**src/sv/char_lcd_4bit_interface_assert.svh**
```systemverilog
// Assertion helpers for the LCD interface modules (used by lcd4_back).
// Each expects signals named clk and rst in the using module.
`ifndef CHAR_LCD_4BIT_INTERFACE_ASSERT_SVH
`define CHAR_LCD_4BIT_INTERFACE_ASSERT_SVH

// Same-cycle implication, off during reset.
`define LCD4_ASSERT(label, ante, cons, msg) \
  label: assert property (@(posedge clk) disable iff (rst) (ante) |-> (cons)) \
    else $error(msg);

// Next-cycle implication, off during reset.
`define LCD4_ASSERT_NEXT(label, ante, cons, msg) \
  label: assert property (@(posedge clk) disable iff (rst) (ante) |=> (cons)) \
    else $error(msg);

`endif

```
**src/sv/lcd4_pkg.sv**
```systemverilog
package lcd4_pkg;

  // Request codes
  typedef enum logic [2:0] {
    CMD_INIT   = 3'd0,
    CMD_BYTE   = 3'd1,
    CMD_DATA   = 3'd2,
    CMD_CURSOR = 3'd3,
    CMD_MODE   = 3'd4,
    CMD_GLYPH  = 3'd5
  } cmd_code_t;

  // Configuration register indexes
  localparam int CFG_INDEX_W = 1;
  localparam logic [CFG_INDEX_W-1:0] REG_COMMAND_WAIT = 1'd0;
  localparam logic [CFG_INDEX_W-1:0] REG_STROBE_HALF  = 1'd1;
  localparam logic [15:0] COMMAND_WAIT_RESET = 16'd40;
  localparam logic [7:0]  STROBE_HALF_RESET  = 8'd1;

  // Fixed init waits, microseconds
  localparam logic [15:0] WAKE_WAIT_US  = 16'd20000;
  localparam logic [15:0] LONG_WAIT_US  = 16'd5000;
  localparam logic [15:0] SHORT_WAIT_US = 16'd100;

  // Controller command bytes
  localparam logic [7:0] DDRAM_SET     = 8'h80;
  localparam logic [7:0] CGRAM_SET     = 8'h40;
  localparam logic [7:0] FUNC_SET_4BIT = 8'h20;
  localparam logic [7:0] DISP_OFF      = 8'h08;
  localparam logic [7:0] DISP_ON       = 8'h0C;
  localparam logic [7:0] DISP_CURSOR   = 8'h0E;
  localparam logic [7:0] DISP_BLINK    = 8'h0F;
  localparam logic [7:0] CLEAR_DISP    = 8'h01;
  localparam logic [7:0] ENTRY_MODE    = 8'h06;
  localparam logic [3:0] WAKE_NIBBLE   = 4'h3;
  localparam logic [3:0] BUS4_NIBBLE   = 4'h2;
  localparam logic [2:0] GLYPH_MAX     = 3'd7;

  // Phase sequencing
  localparam int PHASE_IDX_W = 6;
  localparam logic [PHASE_IDX_W-1:0] BYTE_LAST = 6'd4;
  localparam logic [PHASE_IDX_W-1:0] INIT_LAST = 6'd43;

  // Request queue
  localparam int QDEPTH = 2;
  localparam int QPTR_W = (QDEPTH > 1) ? $clog2(QDEPTH) : 1;
  localparam int QCNT_W = $clog2(QDEPTH + 1);

  typedef enum logic [1:0] {
    PH_WAIT = 2'd0,
    PH_HI   = 2'd1,
    PH_LO   = 2'd2
  } phase_kind_t;

  typedef enum logic [2:0] {
    HOLD_CMD    = 3'd0,
    HOLD_STROBE = 3'd1,
    HOLD_WAKE   = 3'd2,
    HOLD_LONG   = 3'd3,
    HOLD_SHORT  = 3'd4
  } hold_sel_t;

  typedef struct packed {
    phase_kind_t kind;
    logic [3:0]  nib;
    hold_sel_t   hold;
  } phase_desc_t;

  // One classified request: init sequence or a single byte write
  typedef struct packed {
    logic       is_init;
    logic       rs;
    logic [7:0] data;
  } job_t;

  function automatic phase_desc_t mk_phase(input phase_kind_t kind, input logic [3:0] nib,
                                           input hold_sel_t hold);
    phase_desc_t d;
    d.kind = kind;
    d.nib  = nib;
    d.hold = hold;
    return d;
  endfunction

  // Byte write: wait, high nibble strobe, low nibble strobe
  function automatic phase_desc_t byte_phase(input logic [7:0] b, input logic [2:0] sub);
    phase_desc_t d;
    case (sub)
      3'd0:    d = mk_phase(PH_WAIT, 4'h0, HOLD_CMD);
      3'd1:    d = mk_phase(PH_HI, b[7:4], HOLD_STROBE);
      3'd2:    d = mk_phase(PH_LO, b[7:4], HOLD_STROBE);
      3'd3:    d = mk_phase(PH_HI, b[3:0], HOLD_STROBE);
      default: d = mk_phase(PH_LO, b[3:0], HOLD_STROBE);
    endcase
    return d;
  endfunction

  // Power-on wake sequence followed by six command bytes
  function automatic phase_desc_t init_phase(input logic [PHASE_IDX_W-1:0] idx);
    phase_desc_t d;
    case (idx) inside
      6'd0:            d = mk_phase(PH_WAIT, 4'h0, HOLD_WAKE);
      6'd1, 6'd4, 6'd7, 6'd10:
                       d = mk_phase(PH_HI, WAKE_NIBBLE, HOLD_STROBE);
      6'd2, 6'd5, 6'd8, 6'd11:
                       d = mk_phase(PH_LO, WAKE_NIBBLE, HOLD_STROBE);
      6'd3, 6'd9:      d = mk_phase(PH_WAIT, 4'h0, HOLD_LONG);
      6'd6:            d = mk_phase(PH_WAIT, 4'h0, HOLD_SHORT);
      6'd12:           d = mk_phase(PH_HI, BUS4_NIBBLE, HOLD_STROBE);
      6'd13:           d = mk_phase(PH_LO, BUS4_NIBBLE, HOLD_STROBE);
      [6'd14:6'd18]:   d = byte_phase(FUNC_SET_4BIT, 3'(idx - 6'd14));
      [6'd19:6'd23]:   d = byte_phase(DISP_OFF, 3'(idx - 6'd19));
      [6'd24:6'd28]:   d = byte_phase(CLEAR_DISP, 3'(idx - 6'd24));
      [6'd29:6'd33]:   d = byte_phase(ENTRY_MODE, 3'(idx - 6'd29));
      [6'd34:6'd38]:   d = byte_phase(DISP_ON, 3'(idx - 6'd34));
      default:         d = byte_phase(CLEAR_DISP, 3'(idx - 6'd39));
    endcase
    return d;
  endfunction

  function automatic logic [7:0] mode_cmd(input logic [1:0] mode);
    logic [7:0] c;
    case (mode)
      2'd0:    c = DISP_OFF;
      2'd1:    c = DISP_ON;
      2'd2:    c = DISP_CURSOR;
      default: c = DISP_BLINK;
    endcase
    return c;
  endfunction

endpackage

```
**src/sv/lcd4_if.sv**
```systemverilog
// Request channel: one LCD operation
interface lcd4_req_if;
  logic       valid;
  logic       ready;
  logic [2:0] command;
  logic [7:0] value;
  logic [7:0] row;

  modport source(output valid, command, value, row, input ready);
  modport sink(input valid, command, value, row, output ready);
endinterface

// Phase channel: pin levels and their hold time
interface lcd4_phase_if;
  logic        valid;
  logic        ready;
  logic        reg_select;
  logic        read_write;
  logic        enable;
  logic [3:0]  nibble;
  logic [15:0] hold_us;
  logic        last;

  modport source(output valid, reg_select, read_write, enable, nibble, hold_us, last,
                 input ready);
  modport sink(input valid, reg_select, read_write, enable, nibble, hold_us, last,
               output ready);
endinterface

```
**src/sv/lcd4_front.sv**
```systemverilog
module lcd4_front
  import lcd4_pkg::*;
#(
  parameter int COLUMNS = 16,
  parameter int ROWS    = 2
) (
  lcd4_req_if.sink req,
  output logic     push_valid,
  input  logic     push_ready,
  output job_t     push_job
);

  logic       has_phase;
  logic [7:0] col_c;
  logic [1:0] row_c;
  logic [2:0] glyph;

  // Zero an out-of-range cursor column or row; clamp the glyph index
  always_comb begin
    col_c = (req.value >= 8'(COLUMNS)) ? 8'd0 : req.value;
    row_c = (req.row >= 8'(ROWS)) ? 2'd0 : req.row[1:0];
    glyph = (req.value > 8'(GLYPH_MAX)) ? GLYPH_MAX : req.value[2:0];
  end

  // Classify request into an init job or a byte write
  always_comb begin
    has_phase        = 1'b1;
    push_job.is_init = 1'b0;
    push_job.rs      = 1'b0;
    push_job.data    = req.value;
    case (req.command)
      CMD_INIT: begin
        push_job.is_init = 1'b1;
      end
      CMD_BYTE: begin
      end
      CMD_DATA: begin
        push_job.rs = 1'b1;
      end
      CMD_CURSOR: begin
        push_job.data = DDRAM_SET | {row_c, 6'b0} | col_c;
      end
      CMD_MODE: begin
        has_phase     = (req.value < 8'd4);
        push_job.data = mode_cmd(req.value[1:0]);
      end
      CMD_GLYPH: begin
        push_job.data = CGRAM_SET | {2'b0, glyph, 3'b0};
      end
      default: begin
        has_phase = 1'b0;
      end
    endcase
  end

  // Drop requests that cause no phases; otherwise queue them
  assign req.ready  = push_ready;
  assign push_valid = req.valid && has_phase;

endmodule

```
**src/sv/lcd4_queue.sv**
```systemverilog
module lcd4_queue
  import lcd4_pkg::*;
(
  input  logic clk,
  input  logic rst,
  input  logic push_valid,
  output logic push_ready,
  input  job_t push_job,
  output logic pop_valid,
  input  logic pop_ready,
  output job_t pop_job
);

  job_t              mem [QDEPTH];
  logic [QPTR_W-1:0] wr_ptr;
  logic [QPTR_W-1:0] rd_ptr;
  logic [QCNT_W-1:0] count;
  logic              push;
  logic              pop;

  assign push_ready = (count != QCNT_W'(QDEPTH));
  assign pop_valid  = (count != '0);
  assign pop_job    = mem[rd_ptr];
  assign push       = push_valid && push_ready;
  assign pop        = pop_valid && pop_ready;

  // Store entries
  always_ff @(posedge clk) begin
    if (push) begin
      mem[wr_ptr] <= push_job;
    end
  end

  // Advance pointers and occupancy
  always_ff @(posedge clk) begin
    if (rst) begin
      wr_ptr <= '0;
      rd_ptr <= '0;
      count  <= '0;
    end else begin
      if (push) begin
        wr_ptr <= (wr_ptr == QPTR_W'(QDEPTH - 1)) ? '0 : wr_ptr + 1'b1;
      end
      if (pop) begin
        rd_ptr <= (rd_ptr == QPTR_W'(QDEPTH - 1)) ? '0 : rd_ptr + 1'b1;
      end
      if (push && !pop) begin
        count <= count + 1'b1;
      end else if (pop && !push) begin
        count <= count - 1'b1;
      end
    end
  end

endmodule

```
**src/sv/lcd4_back.sv**
```systemverilog
`include "char_lcd_4bit_interface_assert.svh"

module lcd4_back
  import lcd4_pkg::*;
(
  input  logic          clk,
  input  logic          rst,
  input  logic [15:0]   command_wait_us,
  input  logic [7:0]    strobe_half_us,
  input  logic          q_valid,
  output logic          q_ready,
  input  job_t          q_job,
  lcd4_phase_if.source  phase
);

  logic [PHASE_IDX_W-1:0] idx;
  logic                   out_valid;
  logic                   out_rs;
  logic                   out_en;
  logic [3:0]             out_nib;
  logic [15:0]            out_hold;
  logic                   out_last;
  logic                   driven_rs;
  logic [3:0]             driven_nibble;

  phase_desc_t            desc;
  logic                   is_last;
  logic                   advance;
  logic                   ph_rs;
  logic [3:0]             ph_nib;
  logic [15:0]            ph_hold;

  // Decode the current phase of the head request
  always_comb begin
    desc    = q_job.is_init ? init_phase(idx) : byte_phase(q_job.data, idx[2:0]);
    is_last = q_job.is_init ? (idx == INIT_LAST) : (idx == BYTE_LAST);
    ph_rs   = (desc.kind == PH_WAIT) ? driven_rs : q_job.rs;
    ph_nib  = (desc.kind == PH_WAIT) ? driven_nibble : desc.nib;
    case (desc.hold)
      HOLD_CMD:    ph_hold = command_wait_us;
      HOLD_STROBE: ph_hold = {8'b0, strobe_half_us};
      HOLD_WAKE:   ph_hold = WAKE_WAIT_US;
      HOLD_LONG:   ph_hold = LONG_WAIT_US;
      HOLD_SHORT:  ph_hold = SHORT_WAIT_US;
      default:     ph_hold = command_wait_us;
    endcase
  end

  // Emit one phase whenever the output register frees up
  assign advance = q_valid && (!out_valid || phase.ready);
  assign q_ready = advance && is_last;

  // Sequencer and bus level tracking
  always_ff @(posedge clk) begin
    if (rst) begin
      idx           <= '0;
      out_valid     <= 1'b0;
      driven_rs     <= 1'b0;
      driven_nibble <= 4'h0;
    end else begin
      if (advance) begin
        idx           <= is_last ? '0 : idx + 1'b1;
        out_valid     <= 1'b1;
        driven_rs     <= ph_rs;
        driven_nibble <= ph_nib;
      end else if (phase.ready) begin
        out_valid <= 1'b0;
      end
    end
  end

  // Output payload register
  always_ff @(posedge clk) begin
    if (advance) begin
      out_rs   <= ph_rs;
      out_en   <= (desc.kind == PH_HI);
      out_nib  <= ph_nib;
      out_hold <= ph_hold;
      out_last <= is_last;
    end
  end

  assign phase.valid      = out_valid;
  assign phase.reg_select = out_rs;
  assign phase.read_write = 1'b0;
  assign phase.enable     = out_en;
  assign phase.nibble     = out_nib;
  assign phase.hold_us    = out_hold;
  assign phase.last       = out_last;

  // A request in progress stays at the queue head until its last phase
  `LCD4_ASSERT(a_head_held, idx != '0, q_valid, "sequencer mid-request with empty queue")
  // Byte writes never run past their fifth phase
  `LCD4_ASSERT(a_byte_bound, q_valid && !q_job.is_init, idx <= BYTE_LAST,
               "byte write phase index out of range")
  // Releasing a request coincides with loading its final phase
  `LCD4_ASSERT_NEXT(a_pop_last, q_valid && q_ready, out_valid && out_last,
                    "request released without final phase marked")

endmodule

```
**src/sv/char_lcd_4bit_interface.sv**
```systemverilog
// Character LCD driver for the 4-bit bus, write only.
// req channel: one operation per request (init, command byte, data byte,
//   set cursor, display mode, glyph select). Display mode values above 3 and
//   unused command codes are taken and dropped without output.
// phase channel: one item per pin phase (RS, RW, E, D7..D4, hold time in us);
//   last marks the final phase of a request.
// A byte write gives 5 phases and init gives 44, one phase per cycle while the
//   receiver keeps up; the phase sequencer sets this rate. A taken request is
//   held in the queue, and each phase is registered before it is presented.
// A two-entry request queue sits between classification and the sequencer, so
//   requests are taken while earlier ones still play out.
// Config writes (cfg_we, cfg_index, cfg_wdata) are taken every cycle; write
//   them only while the block is idle. Index 0 is the wait before each byte,
//   index 1 the enable half period.
// Reset clears the queue, the sequencer and the tracked RS/data levels, and
//   loads the default timings (40 us, 1 us).
// When the receiver stalls, the current phase holds on the output and the
//   sequencer waits; the queue fills and then req.ready drops.
module char_lcd_4bit_interface
  import lcd4_pkg::*;
#(
  parameter int COLUMNS = 16,
  parameter int ROWS    = 2
) (
  input  logic                   clk,
  input  logic                   rst,
  lcd4_req_if.sink               req,
  lcd4_phase_if.source           phase,
  input  logic                   cfg_we,
  input  logic [CFG_INDEX_W-1:0] cfg_index,
  input  logic [15:0]            cfg_wdata
);

  logic [15:0] command_wait_us;
  logic [7:0]  strobe_half_us;

  logic        push_valid;
  logic        push_ready;
  job_t        push_job;
  logic        pop_valid;
  logic        pop_ready;
  job_t        pop_job;

  // Timing registers
  always_ff @(posedge clk) begin
    if (rst) begin
      command_wait_us <= COMMAND_WAIT_RESET;
      strobe_half_us  <= STROBE_HALF_RESET;
    end else if (cfg_we) begin
      case (cfg_index)
        REG_COMMAND_WAIT: command_wait_us <= cfg_wdata;
        REG_STROBE_HALF:  strobe_half_us  <= cfg_wdata[7:0];
        default: begin
        end
      endcase
    end
  end

  lcd4_front #(
    .COLUMNS (COLUMNS),
    .ROWS    (ROWS)
  ) u_front (
    .req        (req),
    .push_valid (push_valid),
    .push_ready (push_ready),
    .push_job   (push_job)
  );

  lcd4_queue u_queue (
    .clk        (clk),
    .rst        (rst),
    .push_valid (push_valid),
    .push_ready (push_ready),
    .push_job   (push_job),
    .pop_valid  (pop_valid),
    .pop_ready  (pop_ready),
    .pop_job    (pop_job)
  );

  lcd4_back u_back (
    .clk             (clk),
    .rst             (rst),
    .command_wait_us (command_wait_us),
    .strobe_half_us  (strobe_half_us),
    .q_valid         (pop_valid),
    .q_ready         (pop_ready),
    .q_job           (pop_job),
    .phase           (phase)
  );

endmodule
```
**src/flat_wrapper.sv**
```systemverilog
// flat-port wrapper written by rule: the top's interface ports become plain ports
module char_lcd_4bit_interface_flat import lcd4_pkg::*;
#(
  parameter int COLUMNS = 16,
  parameter int ROWS    = 2
)
  (clk, rst, cfg_we, cfg_index, cfg_wdata, req_valid, req_command, req_value, req_row, req_ready, phase_valid, phase_reg_select, phase_read_write, phase_enable, phase_nibble, phase_hold_us, phase_last, phase_ready);
  lcd4_req_if req_i ();
  lcd4_phase_if phase_i ();
  input  logic clk;
  input  logic rst;
  input  logic cfg_we;
  input  logic [CFG_INDEX_W-1:0] cfg_index;
  input  logic [15:0] cfg_wdata;
  input wire logic [$bits(req_i.valid)-1:0] req_valid;
  input wire logic [$bits(req_i.command)-1:0] req_command;
  input wire logic [$bits(req_i.value)-1:0] req_value;
  input wire logic [$bits(req_i.row)-1:0] req_row;
  output wire logic [$bits(req_i.ready)-1:0] req_ready;
  output wire logic [$bits(phase_i.valid)-1:0] phase_valid;
  output wire logic [$bits(phase_i.reg_select)-1:0] phase_reg_select;
  output wire logic [$bits(phase_i.read_write)-1:0] phase_read_write;
  output wire logic [$bits(phase_i.enable)-1:0] phase_enable;
  output wire logic [$bits(phase_i.nibble)-1:0] phase_nibble;
  output wire logic [$bits(phase_i.hold_us)-1:0] phase_hold_us;
  output wire logic [$bits(phase_i.last)-1:0] phase_last;
  input wire logic [$bits(phase_i.ready)-1:0] phase_ready;
  assign req_i.valid = req_valid;
  assign req_i.command = req_command;
  assign req_i.value = req_value;
  assign req_i.row = req_row;
  assign req_ready = req_i.ready;
  assign phase_valid = phase_i.valid;
  assign phase_reg_select = phase_i.reg_select;
  assign phase_read_write = phase_i.read_write;
  assign phase_enable = phase_i.enable;
  assign phase_nibble = phase_i.nibble;
  assign phase_hold_us = phase_i.hold_us;
  assign phase_last = phase_i.last;
  assign phase_i.ready = phase_ready;
  char_lcd_4bit_interface #(.COLUMNS(COLUMNS), .ROWS(ROWS)) u_core (.clk(clk), .rst(rst), .req(req_i), .phase(phase_i), .cfg_we(cfg_we), .cfg_index(cfg_index), .cfg_wdata(cfg_wdata));
endmodule
```
**config.mk**
```make
export PLATFORM = sky130hd
export DESIGN_NAME = char_lcd_4bit_interface_flat
export DESIGN_NICKNAME = d
export VERILOG_FILES = /design/src/sv/lcd4_pkg.sv /design/src/sv/lcd4_if.sv /design/src/sv/lcd4_front.sv /design/src/sv/lcd4_queue.sv /design/src/sv/lcd4_back.sv /design/src/sv/char_lcd_4bit_interface.sv /design/src/flat_wrapper.sv
export VERILOG_INCLUDE_DIRS = /design/src /design/src/sv
export SDC_FILE = /design/constraint.sdc
export NUM_CORES = 1
export LEC_CHECK = 0
export ABC_AREA = 1
export BUFFER_PORTS_ARGS = -buffer_cell sky130_fd_sc_hd__buf_2
export CORE_ASPECT_RATIO = 2
export CORE_MARGIN = 1
export CORE_UTILIZATION = 56
export CTS_BUF_LIST = sky130_fd_sc_hd__clkbuf_4
export DETAILED_ROUTE_END_ITERATION = 10
export PLACE_DENSITY_LB_ADDON = 0.3
export SLEW_MARGIN = 20
export SYNTH_ARGS = -nofsm -noshare
export SYNTH_HDL_FRONTEND = slang
export SYNTH_SLANG_ARGS = --single-unit
```
**constraint.sdc**
```tcl
create_clock -name clk -period 4.8 [get_ports clk]
set_input_delay 0.72 -clock clk [delete_from_list [all_inputs] [get_ports clk]]
set_output_delay 0.72 -clock clk [all_outputs]
set_load 0.03 [all_outputs]
```
# --- After elaboration in Yosys (flattened, before gate mapping) ---
# Memory sizes are Yosys's and may differ from the RTL's. A register that Yosys moved wholly into a read port is not among the register bits.
# Index checks and enable logic that the tools add are counted.
word_totals:
  regBits: 63
  latch_bits: 0
  ramBits: 20
  romBits: 0
  out_inout_bits: 26
  elab_cells: 169
  n_memories: 1
op_classes:
  n_addsub: 11
  mul: 0
  div_mod_pow: 0
  order_cmp: 14
  eq_ne: 48
  shift: 0
  n_mux: 43
  bitwise_logic: 2
  n_reduce_logical: 36
memory_table:
  columns: ["memory", "words", "word_bits", "rd", "rd_ports_with_merged_regs", "write_ports", "line", "source"]
  rows:
  - ["u_core.u_queue.mem", 2, 10, 1, 1, 1, "lcd4_queue.sv:14", "job_t mem [QDEPTH];"]
op_table:
  columns: ["op", "n"]
  rows:
  - ["$pmux W9 S4", 7]
  - ["$mux W9", 13]
  - ["$pmux W16 S4", 1]
  - ["$eq A3 B2 Y1 const B", 18]
  - ["$eq A6 B4 Y1 const B", 6]
  - ["$eq A3 B1 Y1 const B", 9]
  - ["$eq A6 B3 Y1 const B", 4]
  - ["$logic_not A3 Y1", 8]
  - ["$pmux W8 S3", 1]
  - ["$ge A6 B5 Y1 const B", 3]
  - ["$le A6 B5 Y1 const B", 3]
  - ["$mux W1", 13]
  - ["$eq A6 B2 Y1 const B", 2]
  - ["$le A6 B6 Y1 const B", 2]
  - ["$logic_and A1 B1 Y1", 12]
  - ["$eq A3 B3 Y1 const B", 3]
  - ["$pmux W3 S3", 1]
  - ["$sub A3 B3 Y3 const B", 3]
  - ["$ge A8 B2 Y1 const B", 1]
  - ["$ge A8 B5 Y1 const B", 1]
  - ["$gt A8 B3 Y1 const B", 1]
  - ["$lt A8 B3 Y1 const B", 1]
  - ["$mux W8", 1]
  - ["$or A8 B8 Y8", 1]
  - ["28 further kinds", 39]

# --- Depth between registers and ports, before layout ---
# Gate-level depths: netlist (run 1).
logic_depth:
  word_depth: 18
  ltp_mapped: 24

# --- Hierarchy ---
# A second synthesis (run 1) with hierarchy kept.
unflattened:
  hier_cells: 687
  hier_area_um2: 5158.7
modules_own_cells:
  columns: ["mod", "instances", "cells_each", "area_per_inst_um2", "seq_area_each_um2"]
  rows:
  - ["lcd4_back", 1, 417, 2894.0, 930.9]
  - ["lcd4_queue", 1, 68, 1014.7, 700.7]
  - ["char_lcd_4bit_interface", 1, 137, 958.4, 480.5]
  - ["lcd4_front", 1, 65, 291.5, 0.0]

# --- Least setup slack after synthesis (run 1) ---
# OpenSTA, ideal clock, no wires.
synth_timing:
  path_kind: "register to register"
  from: "register u_core.u_back.idx[1]"
  to: "register u_core.u_back.out_hold[2], in the netlist u_core.u_back.phase.hold_us[2] (data pin)"
  arrival_ns: 2.550
  path_slack_ns: 1.994
  path_stages_with_launch: 24
  n_path_buf: 1
  path_cell_list: "dfxtp_1 inv_1 ha_1 ha_1 inv_1 nand2_1 nand2_1 inv_1 o21ai_0 nor3_1 a21oi_1 nand2_1 nand3_1 nand2_1 nand2_1 nand2_1 nand2_1 nand2_1 nand2_2 nand2_4 nand3_4 buf_6 nor2_1 nor2_1"
synth_via:
  elab_chain_len: 18
  word_cells_on_any_way: 91
  cone_classes: "add/sub: 6; order compare: 10; eq/ne: 38; mux: 21; reduce/logical: 16"
synth_rtl:
  columns: ["element", "line", "source"]
  rows:
  - ["start, declared", "lcd4_back.sv:16", "logic [PHASE_IDX_W-1:0] idx;"]
  - ["start signal, assigned", "lcd4_back.sv:62", "idx <= is_last ? '0 : idx + 1'b1;"]
  - ["$sub A3 B3 Y3 or $sub A3 B2 Y3 (tied branches)", "lcd4_pkg.sv:116, lcd4_pkg.sv:115", null]
  - ["$eq A3 B2 Y1, or another cell as far along", "lcd4_pkg.sv:88", "case (sub)"]
  - ["$pmux W9 S4", "lcd4_pkg.sv:88", null]
  - ["$mux W9 (12 in series)", "lcd4_pkg.sv:101", "case (idx) inside"]
  - ["$mux W9 *", "lcd4_back.sv:35", "desc = q_job.is_init ? init_phase(idx) : byte_phase(q_job.data, idx[2:0]);"]
  - ["$eq A3 B3 Y1, or another cell as far along", "lcd4_back.sv:39", "case (desc.hold)"]
  - ["$pmux W16 S4 *", "lcd4_back.sv:39", null]
  - ["net u_core.u_back.ph_hold[2]", "lcd4_back.sv:31", "logic [15:0] ph_hold;"]
  - ["end signal, assigned", "lcd4_back.sv:78", "out_hold <= ph_hold;"]
  - ["end, declared", "lcd4_back.sv:21", "logic [15:0] out_hold;"]
# Mark *: on every way through the listed nets, which the timed path passes. The rest lies on a longest branch.
# A chain may end at the register's enable or synchronous reset.

# --- Worst setup path after layout (run 1) ---
layout_timing:
  from: "register u_core.u_back.idx[1]"
  to: "register u_core.u_back.out_hold[6], in the netlist u_core.u_back.phase.hold_us[6] (data pin)"
# Same word-level chain as after synthesis.

==> summary.txt, run 1 <==
Run status
  • Outcome: finished clean

Critical path
  • Slowest CP cell: dfxtp_1
  • Worst Setup Start Kind: flop
  • Crit path kind: flop to flop
  • Crit path capture type: flop
  • CP most frequent cell: nand2_1
  • R2R depth: 22
  • Max incr delay on CP: 0.53 ns
  • CP Data Arrival Time: 3.49 ns
  • Worst setup endpoint: u_core.u_back.phase.hold_us[6]
  • Crit path launch: u_core.u_back.idx[1]
  • Worst path required time: 5.00 ns
  • CP Cell Sequence: inv_1, ha_1, ha_1, inv_1, nand2_1, nand2_1, inv_1, o21ai_0, nor3_1, a21oi_1, nand2_1, nand3_1, nand2_1, nand2_1, nand2_1, nand2_1, nand2_1, nand2_2, nand2_4, nand3_4, nor2_1, nor2_1
  • Worst r2r dst: u_core.u_back.phase.hold_us[6]
  • Worst R2R Start: u_core.u_back.idx[1]
  • Reg2Reg Setup Slack: 1.51 ns
  • Crit Path Max Fanout: 15

Power and ir drop
  • Pwr dens: 370.6 nW/um2
  • Pwr Total: 1.969 mW
  • Peak VDD IR: 0.0002500 V
  • Leakage: 2.480 nW

STA
  • Setup WS post-layout: 1.510 ns
  • Final setup violation count: 0
  • Hold WS: 0.4601 ns
  • Tmin final: 3.290 ns
  • Final setup TNS: 0 ns
  • Max Transition Viols Final: 0
  • Final Hold Fails: 0
  • FMAX: 304.0 MHz
  • Worst Clk Skew: 0.01188 ns
  • RSZ-0062 raised after global routing: false
  • Fin crit share: 68.54%
  • Relative slew slack: 42.07%
  • Slew @ Worst Pin: 0.8658 ns

GRT
  • Largest net degree at the start of global routing: 29
  • Total gr overflow: 0
  • First-pass GRT wire length: 20.13 mm
  • Tot GR Track Use: 31.38%
  • Vias in the first global route: 4189
  • Initial antenna violation count: 1

Placement
  • Routability Congestion: 1.067
  • Port Buf Inserts: 65
  • Place WS: 1.569 ns
  • DP HPWL: 9.511 mm
  • Inst Count DP: 771
  • Placed Instance Area: 5105 um2

Floorplan
  • DIE WIDTH: 66.82 um
  • Core ar.: 8233 um2
  • Initial core utilization: 57.16%
  • IO Count: 67
  • Num rows: 47
  • Die Y-Extent: 131.6 um
  • Die area: 8796 um2

Flow run
  • Max Cap Viol: 0

Cells and area
  • Area of the multi-input gates: 2181 um2
  • Storage element area: 2112 um2
  • Final design utilization: 64.54%
  • Commonest non-fill, non-tap cell in the layout: nand2_1
  • Layout Nets: 743
  • Finished Layout Cells: 788
  • Layout cells sized above 1: 15.24%
  • Area grow syn2layout: 12.92%
  • Post-route cell area: 5314 um2
  • FILL cells: 716
  • Commonest cells after routing, fill and taps aside: nand2_1 (125), inv_1 (92), nor2_1 (89)

Clock tree
  • CTS Hold Bufs: 0
  • CTS tree: yes
  • Setup Fix Bufs, Post-CTS: 0
  • CTS buffer count: 9
  • Root Buffer: clkbuf_4
  • Post-CTS resize count: 0
  • Clk Latency, worst-skew pair: 0.43 ns
  • H-tree Lvls: 3
  • CTS max path bufs: 2
  • CTS clk-pin slew, worst paths: 0.13 ns
  • Sink Count: 84

Yosys
  • Post-synth EDFFs: 43
  • Yosys reg bits: 84
  • Avg Cell Area, Syn: 7.615 um2
  • Primary FF master, synth: edfxtp_1
  • Count of different cell masters after synthesis: 39
  • Seq/Total Area, Yosys: 44.88%
  • Mapped Cells: 618
  • Syn. warnings: 0
  • Cell Area, Synth: 4706 um2
  • Syn nets: 677
  • Ys async rst share: 0%

Route
  • Drt initial violations: 400
  • Total wire length: 12.41 mm
  • DR WL/cell: 15.74 um
  • ANT nets after route: 0
  • DRC: 0
  • DRT Pass-1 Iters: 5
  • Vias per inst: 5.614
  • Vias after detailed routing: 4424

Min path
  • HP Start: u_core.command_wait_us[10]
  • Hold Path Class: flop to flop
-- cells by family after synthesis --
logic type | Yosys count | share of synthesized area [%]
AO/OA/AOI/OAI | 117 | 14.20
XOR/XNOR | 3 | 0.5585
adder cells (fa/ha/maj) | 18 | 4.786
buffers and inverters | 106 | 9.013
flip-flops | 84 | 44.88
multiplexers | 1 | 0.2127
other | 1 | 0.07969
AND/OR/NAND/NOR | 288 | 26.27
-- sequential cells by signal, summed over array words and instances, names as in the netlist, 2 cells and up, named ones only --
signal,count
u_core.u_back.phase.nibble,4
u_core.u_back.idx,6
u_core.u_back.phase.hold_us,16
u_core.u_queue.count,2
u_core.u_back.driven_nibble,4
u_core.command_wait_us,16
u_core.u_queue.mem,20
u_core.strobe_half_us,8
-- power by group --
part           switching, mW  total [mW]  internal, mW
Clock                  0.234       0.549         0.315
Combinational          0.383       0.540         0.157
Sequential            0.0325       0.881         0.848
Total                  0.649        1.97          1.32
-- how the worst min path moves through the flow --
stage / to / slack, ns / depth (start not counted)
3_5_place_dp: u_core.command_wait_us[10] / 0.44 / 2
5_1_grt: u_core.command_wait_us[10] / 0.47 / 2
2_1_floorplan: u_core.command_wait_us[0] / 0.42 / 2
3_3_place_gp: u_core.command_wait_us[1] / 0.43 / 2
6_report: u_core.command_wait_us[10] / 0.46 / 2
4_1_cts: u_core.command_wait_us[10] / 0.46 / 2
-- worst max-delay path: cells and delay by family, from the launching register on --
| family | cells | cell delay, ns |
|---|---|---|
| AOI/OAI and AO/OA | 2 | 0.19 |
| and+or+nand+nor | 15 | 1.27 |
| adders and majority gates | 2 | 0.68 |
| buffers and inverters | 3 | 0.39 |
| DFF | 1 | 0.53 |
-- cell type report --
cell class	instances	area share, %
well taps	98	2.308
diodes	1	0.04709
multi-input cells	428	41.04
clock inverters	7	2.614
inverters	95	6.711
clock buffers	9	1.271
flip-flops and latches	84	39.75
repair buffers	66	6.263
-- synth_stat cells (2+ instances only) --
library cell,instances,area share [%]
nand2_4,4,0.96
a21oi_1,36,3.8
o21ai_0,51,5.4
o31ai_1,2,0.32
o22ai_1,2,0.27
nand2_2,2,0.27
nand2_1,125,10
o21ai_1,3,0.32
buf_6,3,0.72
nor2_1,89,7.1
dfxtp_1,41,17
a31oi_1,2,0.27
clkbuf_1,6,0.48
or2_2,3,0.40
nand3_1,36,3.8
ha_1,18,4.8
o21ai_2,5,0.93
inv_1,92,7.3
xor2_1,2,0.37
inv_2,3,0.24
a211oi_1,2,0.32
nor3_1,16,1.7
o211ai_1,9,1.4
nand4_1,9,1.2
edfxtp_1,43,27
-- routing by layer --
| metal | GRT usage, % | part of all wire, % | wire length (um) |
|---|---|---|---|
| met1 | 32.57 | 35 | 4358 |
| met2 | 52.41 | 52 | 6498 |
| met3 | 8.247 | 4.9 | 607 |
| met4 | 21.75 | 7.6 | 940 |
| met5 | 0 | 0 | 0 |
No activity file was read; power rests on OpenSTA's default activity.
==> run 2, diff against run 1 <==
clock period = 3.3 ns   (was 4.8 ns; I/O delays follow)
==> run 2 against run 1 <==
- sequential share of layout area down 0.46 points
- via count up 0.29%
- flip-flop and latch count unchanged
- clock skew up 0.0080 ns
- largest cell class unchanged
==> summary.txt, run 2 (synthesized netlist as in run 1, its figures left out) <==
Run status
  • Outcome: finished clean

Placement
  • Inst Count DP: 784
  • DP HPWL: 9.591 mm
  • Place WS: 0.2630 ns
  • Routability Congestion: 1.039
  • Placed Instance Area: 5202 um2
  • Port Buf Inserts: 65

GRT
  • Grt met3 use: 6.424%
  • Most used routing layer: met2
  • Total gr overflow: 0
  • First-pass GRT wire length: 20.24 mm
  • Met1 usage: 34.47%
  • GR Util met2: 51.12%
  • Vias in the first global route: 4210
  • Initial antenna violation count: 1
  • Largest net degree at the start of global routing: 36
  • Tot GR Track Use: 30.88%

Min path
  • Hold Path Class: input pin to flop
  • Worst Hold Depth: 3

Clock tree
  • H-tree Lvls: 3
  • CTS buffer count: 9
  • Sink Count: 84
  • CTS Hold Bufs: 0
  • Root Buffer: clkbuf_4
  • Clk Latency, worst-skew pair: 0.43 ns
  • CTS tree: yes
  • CTS max path bufs: 2
  • CTS clk-pin slew, worst paths: 0.13 ns

Cells and area
  • Commonest non-fill, non-tap cell in the layout: nand2_1
  • Post-route cell area: 5383 um2
  • Layout Nets: 757
  • Final design utilization: 65.38%
  • Commonest cells after routing, fill and taps aside: nand2_1 (125), inv_1 (92), nor2_1 (89)
  • Finished Layout Cells: 802
  • Area grow syn2layout: 14.38%
  • Most flops, register: u_core.u_queue.mem
  • Max reg flops: 20
  • Layout cells sized above 1: 17.21%

Route
  • DRT Pass-1 Iters: 5
  • ANT nets after route: 0
  • Total wire length: 12.48 mm
  • Vias after detailed routing: 4437
  • DR WL/cell: 15.56 um
  • Vias per inst: 5.532
  • Drt initial violations: 415
  • DRC: 0

Critical path
  • CP most frequent cell: nand2_1
  • R2R depth: 21
  • Worst Setup Start Kind: flop
  • Max incr delay on CP: 0.41 ns
  • Slowest CP cell: dfxtp_2
  • Buffers plus inverters on the worst setup path: 3
  • CP Cell Sequence: inv_1, ha_1, ha_1, inv_1, nand2_1, nand2_1, inv_1, o21ai_0, nor3_1, a21oi_1, nand2_1, nand3_1, nand2_1, nand2_1, nand2_1, nand2_1, nand2_1, nand2_2, nand2_4, nand3_2, o21ai_1
  • Crit path capture type: flop
  • CP Depth: 21
  • Crit Path Max Fanout: 8
  • CP Data Arrival Time: 3.27 ns
  • Crit path kind: flop to flop
  • Worst path required time: 3.58 ns
  • Crit-path leading delay family: simple AND/OR/NAND/NOR gates

STA
  • Fin crit share: 90.58%
  • Hold WS: 0.2796 ns
  • Setup WS post-layout: 0.3109 ns
  • RSZ-0062 raised after global routing: false
  • Tmin final: 2.989 ns
  • Worst Clk Skew: 0.01992 ns
  • Relative slew slack: 46.39%
  • FMAX: 334.6 MHz
  • Max Transition Viols Final: 0
  • Final setup violation count: 0
  • Final Hold Fails: 0
  • Slew @ Worst Pin: 0.8012 ns
  • Final setup TNS: 0 ns

Power and ir drop
  • Peak VDD IR: 0.0006045 V
  • Pwr Total: 2.756 mW
  • Pwr dens: 512.0 nW/um2
  • Leakage: 2.533 nW

Floorplan
  • Num rows: 47
  • Core ar.: 8233 um2
  • DIE WIDTH: 66.82 um
  • Initial core utilization: 57.16%
  • IO Count: 67
  • Die Y-Extent: 131.6 um
  • Die area: 8796 um2

Flow run
  • Max Cap Viol: 0
==> run 2: changes by cell type in the layout (fill, tap and decap cells not counted), moves of 2 or more <==
| cell | change |
|---|---|
| dfxtp_1 | -2 |
| bufinv_16 | -2 |
| inv_4 | +2 |
| buf_4 | +13 |
| dfxtp_2 | +2 |
==> run 2: per-layer routing <==
layer | vias to the layer above | routed length (um)
met5 | - | 0
met4 | 0 | 785
met3 | 50 | 577
met2 | 175 | 6603
met1 | 2017 | 4513
li1 | 2195 | -
==> run 2: layout make-up <==
cell class	instances	area, um2
Fill cell	756	2850
Clock inverter	7	97.59
Clock buffer	9	67.56
Timing Repair Buffer	79	430.4
Sequential cell	84	2115
Multi-Input combinational cell	429	2191
Inverter	95	356.6
Antenna cell	1	2.502
Tap cell	98	122.6
==> run 2: report_power, final <==
| part | switching (mW) | internal, mW | total, mW |
|---|---|---|---|
| logic | 0.569 | 0.240 | 0.809 |
| registers | 0.0409 | 1.23 | 1.27 |
| clock network | 0.360 | 0.313 | 0.673 |
==> run 2: worst min-delay path, cell delays in order <==
cell,delay [ns]
buf_2,0.09
nand2_1,0.05
nand3_1,0.05
==> run 2: final timing paths <==
kind | start | to | slack [ns]
setup / recovery | u_core.u_back.idx[0] | u_core.u_back.phase.hold_us[11] | 0.31
setup reg to reg | u_core.u_back.idx[0] | u_core.u_back.phase.hold_us[11] | 0.31
hold / removal | cfg_wdata[0] | u_core.strobe_half_us[0] | 0.28
hold reg to reg | u_core.command_wait_us[15] | u_core.command_wait_us[15] | 0.46
==> run 2: timing repair <==
action	in CTS	in global routing
gates resized for setup	0	3
hold endpoints to repair	0	0
setup buffers	0	0
endpoints found under the setup margin	0	11
